**config.mk**
```make
export PLATFORM = sky130hd
export DESIGN_NAME = rpfa_alu
export DESIGN_NICKNAME = d
export VERILOG_FILES = /design/src/hw/rtl/rpfa_pkg.sv /design/src/hw/rtl/rpfa_alu.sv
export SDC_FILE = /design/constraint.sdc
export NUM_CORES = 1
export LEC_CHECK = 0
export BUFFER_PORTS_ARGS = -buffer_cell sky130_fd_sc_hd__buf_2
export CELL_PAD_IN_SITES_DETAIL_PLACEMENT = 1
export CELL_PAD_IN_SITES_GLOBAL_PLACEMENT = 1
export CORE_ASPECT_RATIO = 1.2
export CORE_MARGIN = 2
export CORE_UTILIZATION = 36
export DETAILED_ROUTE_END_ITERATION = 8
export PLACE_DENSITY = 0.83
export SYNTH_ARGS = -nofsm -noshare
export SYNTH_HDL_FRONTEND = slang
export SYNTH_SLANG_ARGS = --single-unit
```
**constraint.sdc**
```tcl
create_clock -name vclk -period 2.2
set_clock_uncertainty 0.05 [all_clocks]
set_input_delay 0.33 -clock vclk [all_inputs]
set_output_delay 0.33 -clock vclk [all_outputs]
set_load 0.02 [all_outputs]
```
**src/hw/rtl/rpfa_pkg.sv**
```systemverilog
`default_nettype none
// ----------------------------------------------------------------------------
// rpfa_pkg: shared definitions for the page frame allocator
// Sizes, operation codes, status codes and the count update result type.
// ----------------------------------------------------------------------------
package rpfa_pkg;

    localparam int NUM_PAGES = 4096;
    localparam int PAGE_W    = 12;
    localparam int FREE_W    = 13;
    localparam int COUNT_W   = 8;
    localparam int OP_W      = 3;
    localparam int STATUS_W  = 2;

    localparam logic [COUNT_W-1:0] COUNT_MAX = {COUNT_W{1'b1}};

    // operation codes
    localparam logic [OP_W-1:0] OP_ALLOC  = 3'd0;
    localparam logic [OP_W-1:0] OP_FREE   = 3'd1;
    localparam logic [OP_W-1:0] OP_INC    = 3'd2;
    localparam logic [OP_W-1:0] OP_DEC    = 3'd3;
    localparam logic [OP_W-1:0] OP_GET    = 3'd4;
    localparam logic [OP_W-1:0] OP_DONATE = 3'd5;

    // status codes
    localparam logic [STATUS_W-1:0] STATUS_OK    = 2'd0;
    localparam logic [STATUS_W-1:0] STATUS_RANGE = 2'd1;
    localparam logic [STATUS_W-1:0] STATUS_EMPTY = 2'd2;
    localparam logic [STATUS_W-1:0] STATUS_SAT   = 2'd3;

    // result of the shared count update unit
    typedef struct packed {
        logic [COUNT_W-1:0] count;      // count to write back
        logic               was_zero;   // count read was zero
        logic               saturated;  // inc hit the maximum
    } cnt_res_t;

endpackage
`default_nettype wire

```
**src/hw/rtl/rpfa_alu.sv**
```systemverilog
`default_nettype none
// ----------------------------------------------------------------------------
// rpfa_alu: reference count update unit
// One incrementer/decrementer with saturation, shared by all count operations.
// ----------------------------------------------------------------------------
module rpfa_alu (
    input  wire logic [rpfa_pkg::OP_W-1:0]    op,
    input  wire logic [rpfa_pkg::COUNT_W-1:0] count_in,
    output rpfa_pkg::cnt_res_t                res
);

    logic is_zero;
    logic is_max;

    assign is_zero = (count_in == '0);
    assign is_max  = (count_in == rpfa_pkg::COUNT_MAX);

    always_comb begin
        res.count     = count_in;
        res.was_zero  = is_zero;
        res.saturated = 1'b0;
        unique case (op)
            rpfa_pkg::OP_FREE, rpfa_pkg::OP_DEC: begin
                if (!is_zero) begin
                    res.count = count_in - rpfa_pkg::COUNT_W'(1);
                end
            end
            rpfa_pkg::OP_INC: begin
                if (is_max) begin
                    res.saturated = 1'b1;
                end else begin
                    res.count = count_in + rpfa_pkg::COUNT_W'(1);
                end
            end
            rpfa_pkg::OP_DONATE: begin
                res.count = '0;
            end
            default: begin
                res.count = count_in;
            end
        endcase
    end

endmodule
`default_nettype wire

```
==> reports/qor.yml <==
critical_path:
  slowest_stage_delay_cp_ns: 0.35
  worst_path_max_delay_cell: "sky130_fd_sc_hd__a221oi_1"
  required_ns: 1.82
  timing.critical_path.to: "res[5]"
  crit_path_start_kind: "input pin"
  crit_chain: "buf_2 -> inv_1 -> ha_2 -> nor4b_4 -> a21oi_1 -> a221oi_1 -> a31oi_1 -> buf_2"
  timing.setup.critical_path_class: "in2out"
  critical-path-top-cell-by-count: "sky130_fd_sc_hd__buf_2"
  critPathLaunch: "count_in[0]"
  timing.critical_path.arrival_ns: 1.81
  path_max_fanout: 5
  crit_path_end_kind: "output pin"
final_layout:
  clock_buffer_count: 0
  layout-drive-gt1-share_pct: 40.5
  antenna_cells: 0
  mostFrequentLayoutCell: "sky130_fd_sc_hd__buf_2"
  area_growth_syn_to_layout_pct: 33.3
  register_area_um2: 0
  most-common-layout-cells: "sky130_fd_sc_hd__buf_2, sky130_fd_sc_hd__buf_4, sky130_fd_sc_hd__nor2_1"
  layout.sequential_cells: 0
  layout.filler_cells: 208
  final_area_um2: 756
  layout.nets: 127
sta:
  min_period_over_period_pct: 99.8
  finalCriticalPeriod_ns: 2.19
  relSlewSlack_pct: 72.1
  timing_max_transition_violations_final: 0
  report.final.hold_viol_count: 0
  max_fclk_ghz: 0.456
  tightestPinTransition_ns: 0.416
  report.final.setup_viol: 0
  rsz0062_at_grt: "true"
synthesis:
  synth-adder-area-share_pct: 6.62
  synth_area_um2: 567
  synth_compound_area_share_pct: 40.2
  synth_simple_gate_area_share_pct: 39.1
  netlist_instances: 87
  avgSynthCellArea_um2: 6.51
  muxShareOfSynthArea_pct: 1.77
  synth.yosys.warnings: 0
  synth_top_family_by_area: "compound AO/OA/AOI/OAI gates"
  yosysSeqAreaShare_pct: 0
  synthXorXnorAreaFrac_pct: 0
  syn-num-nets: 101
  post_synth_num_cell_types: 41
placed_design:
  portBuffers: 21
  gp_congestion: 0.857
  placed_area_um2: 706
  place.detailed.hpwl_um: 1560
detailed_routing:
  wl_per_cell_um: 17.1
  uppermost_signal_routing_layer_after_detailed_routing: "met4"
  routed_wire_length_on_met3_um: 76
  drc: 0
  first_pass_iters: 4
  routed_wirelength_um: 2180
  num_vias: 781
  route.layer.met1.wl_um: 947
  drtIter0Drc: 14
  final_antenna_net_count: 0
  detailroute.wirelength.met2_um: 1150
  drt-vias-per-instance: 6.10
global_routing:
  maximum_number_of_pins_on_one_net_before_global_route_repair: 11
  vias_in_the_first_global_route: 694
  grt_overflow_total: 0
  overall_global_routing_usage_pct: 23.2
  grt_antenna_before_repair: 0
  grt_pass1_wl_um: 3170
die:
  die_y_um: 47.5
  die-area_mm2: 0.00191
  design.portCount: 21
  placement_rows: 15
  die_w_um: 40.2
  effective_utilization_at_floorplan_pct: 38.7
  core_area_mm2: 0.00146
outcome:
  result_of_the_run: "finished, final reports clean"
run:
  timing.max_cap.violations: 0
power:
  worst_ir_drop_vdd_v: 0.0000950
  power.density_cell_area_mw_per_mm2: 196
  post-layout-total-power_w: 0.000148
  p_leak_nw: 0.344
worst_hold_path:
  hold_path.class: "in2out"
-- worst min path at each step --
stage                 from      to  slack, ns  depth (start not counted)
6_report       count_in[4]  res[6]       1.09                          4
5_1_grt        count_in[4]  res[6]       1.13                          4
4_1_cts        count_in[3]  res[5]       1.08                          3
3_5_place_dp   count_in[3]  res[5]       1.08                          3
3_3_place_gp   count_in[3]  res[5]       1.07                          3
2_1_floorplan  count_in[7]  res[9]       0.88                          2
-- cell families (layout without fill, tap and decap cells) --
family / count (synthesis) / in the layout
and+or+nand+nor: 38 / 38
AOI/OAI and AO/OA: 31 / 31
buffers and inverters: 14 / 38
adders and majority gates: 3 / 3
muxes: 1 / 1
-- stage by stage --
stage          utilization, %  worst slack, ns  TNS [ns]  instances  hold WS [ns]
2_1_floorplan               -            0.103         0         87         0.878
3_3_place_gp             48.2           0.0146         0        125          1.07
3_5_place_dp             48.2          -0.0273   -0.0273        125          1.08
4_1_cts                  48.7          0.00515         0        126          1.08
5_1_grt                  51.6           -0.121    -0.198        128          1.13
6_report                 51.6          0.00504         0        128          1.09
-- synthesized netlist by cell type (3+ instances only) --
cell / count / share of area (%)
sky130_fd_sc_hd__a21oi_1: 5 / 4.4
sky130_fd_sc_hd__a31oi_1: 3 / 3.3
sky130_fd_sc_hd__and3_1: 3 / 3.3
sky130_fd_sc_hd__buf_2: 4 / 3.5
sky130_fd_sc_hd__ha_1: 3 / 6.6
sky130_fd_sc_hd__inv_1: 6 / 4.0
sky130_fd_sc_hd__nand2_1: 7 / 4.6
sky130_fd_sc_hd__nand2b_1: 3 / 3.3
sky130_fd_sc_hd__nand3_1: 5 / 4.4
sky130_fd_sc_hd__nor2_1: 8 / 5.3
sky130_fd_sc_hd__nor3_1: 3 / 2.6
sky130_fd_sc_hd__o21ai_0: 8 / 7.1
-- worst max-delay path, delay by kind of cell --
kind                       cells  cell delay [ns]
and+or+nand+nor                1             0.28
buffers and inverters          3             0.39
AOI/OAI and AO/OA              3             0.64
adders and majority gates      1             0.18
-- metal layers --
| metal | global-route usage (%) | up-vias |
|---|---|---|
| met5 | 0 | - |
| met4 | 0 | 0 |
| met3 | 0 | 2 |
| met2 | 41.0 | 19 |
| met1 | 33.7 | 381 |
| li1 | - | 379 |
-- area by class of cell --
cell class	instances	area [um2]	share of cell area, %
Inverter	6	22.5	2.98
Tap cell	17	21.3	2.81
Multi-Input combinational cell	73	522	69.0
Timing Repair Buffer	32	190	25.2
-- what timing repair did --
| action | 4_1_cts | 5_1_grt |
|---|---|---|
| pin swaps | 0 | 1 |
| hold buffers | 0 | 0 |
| gates resized for setup | 0 | 9 |
| setup buffers | 1 | 2 |
| setup endpoints to repair | 1 | 6 |
| hold endpoints to repair | 0 | 0 |
-- report_power, final --
| group | total [W] | switching (W) | leakage [nW] | internal, W |
|---|---|---|---|---|
| Combinational | 0.000148 | 0.0000892 | 0.344 | 0.0000590 |
| Clock | 0 | 0 | 0 | 0 |
| Sequential | 0 | 0 | 0 | 0 |
| Total | 0.000148 | 0.0000892 | 0.344 | 0.0000590 |
(Power assumes the default switching activity.)
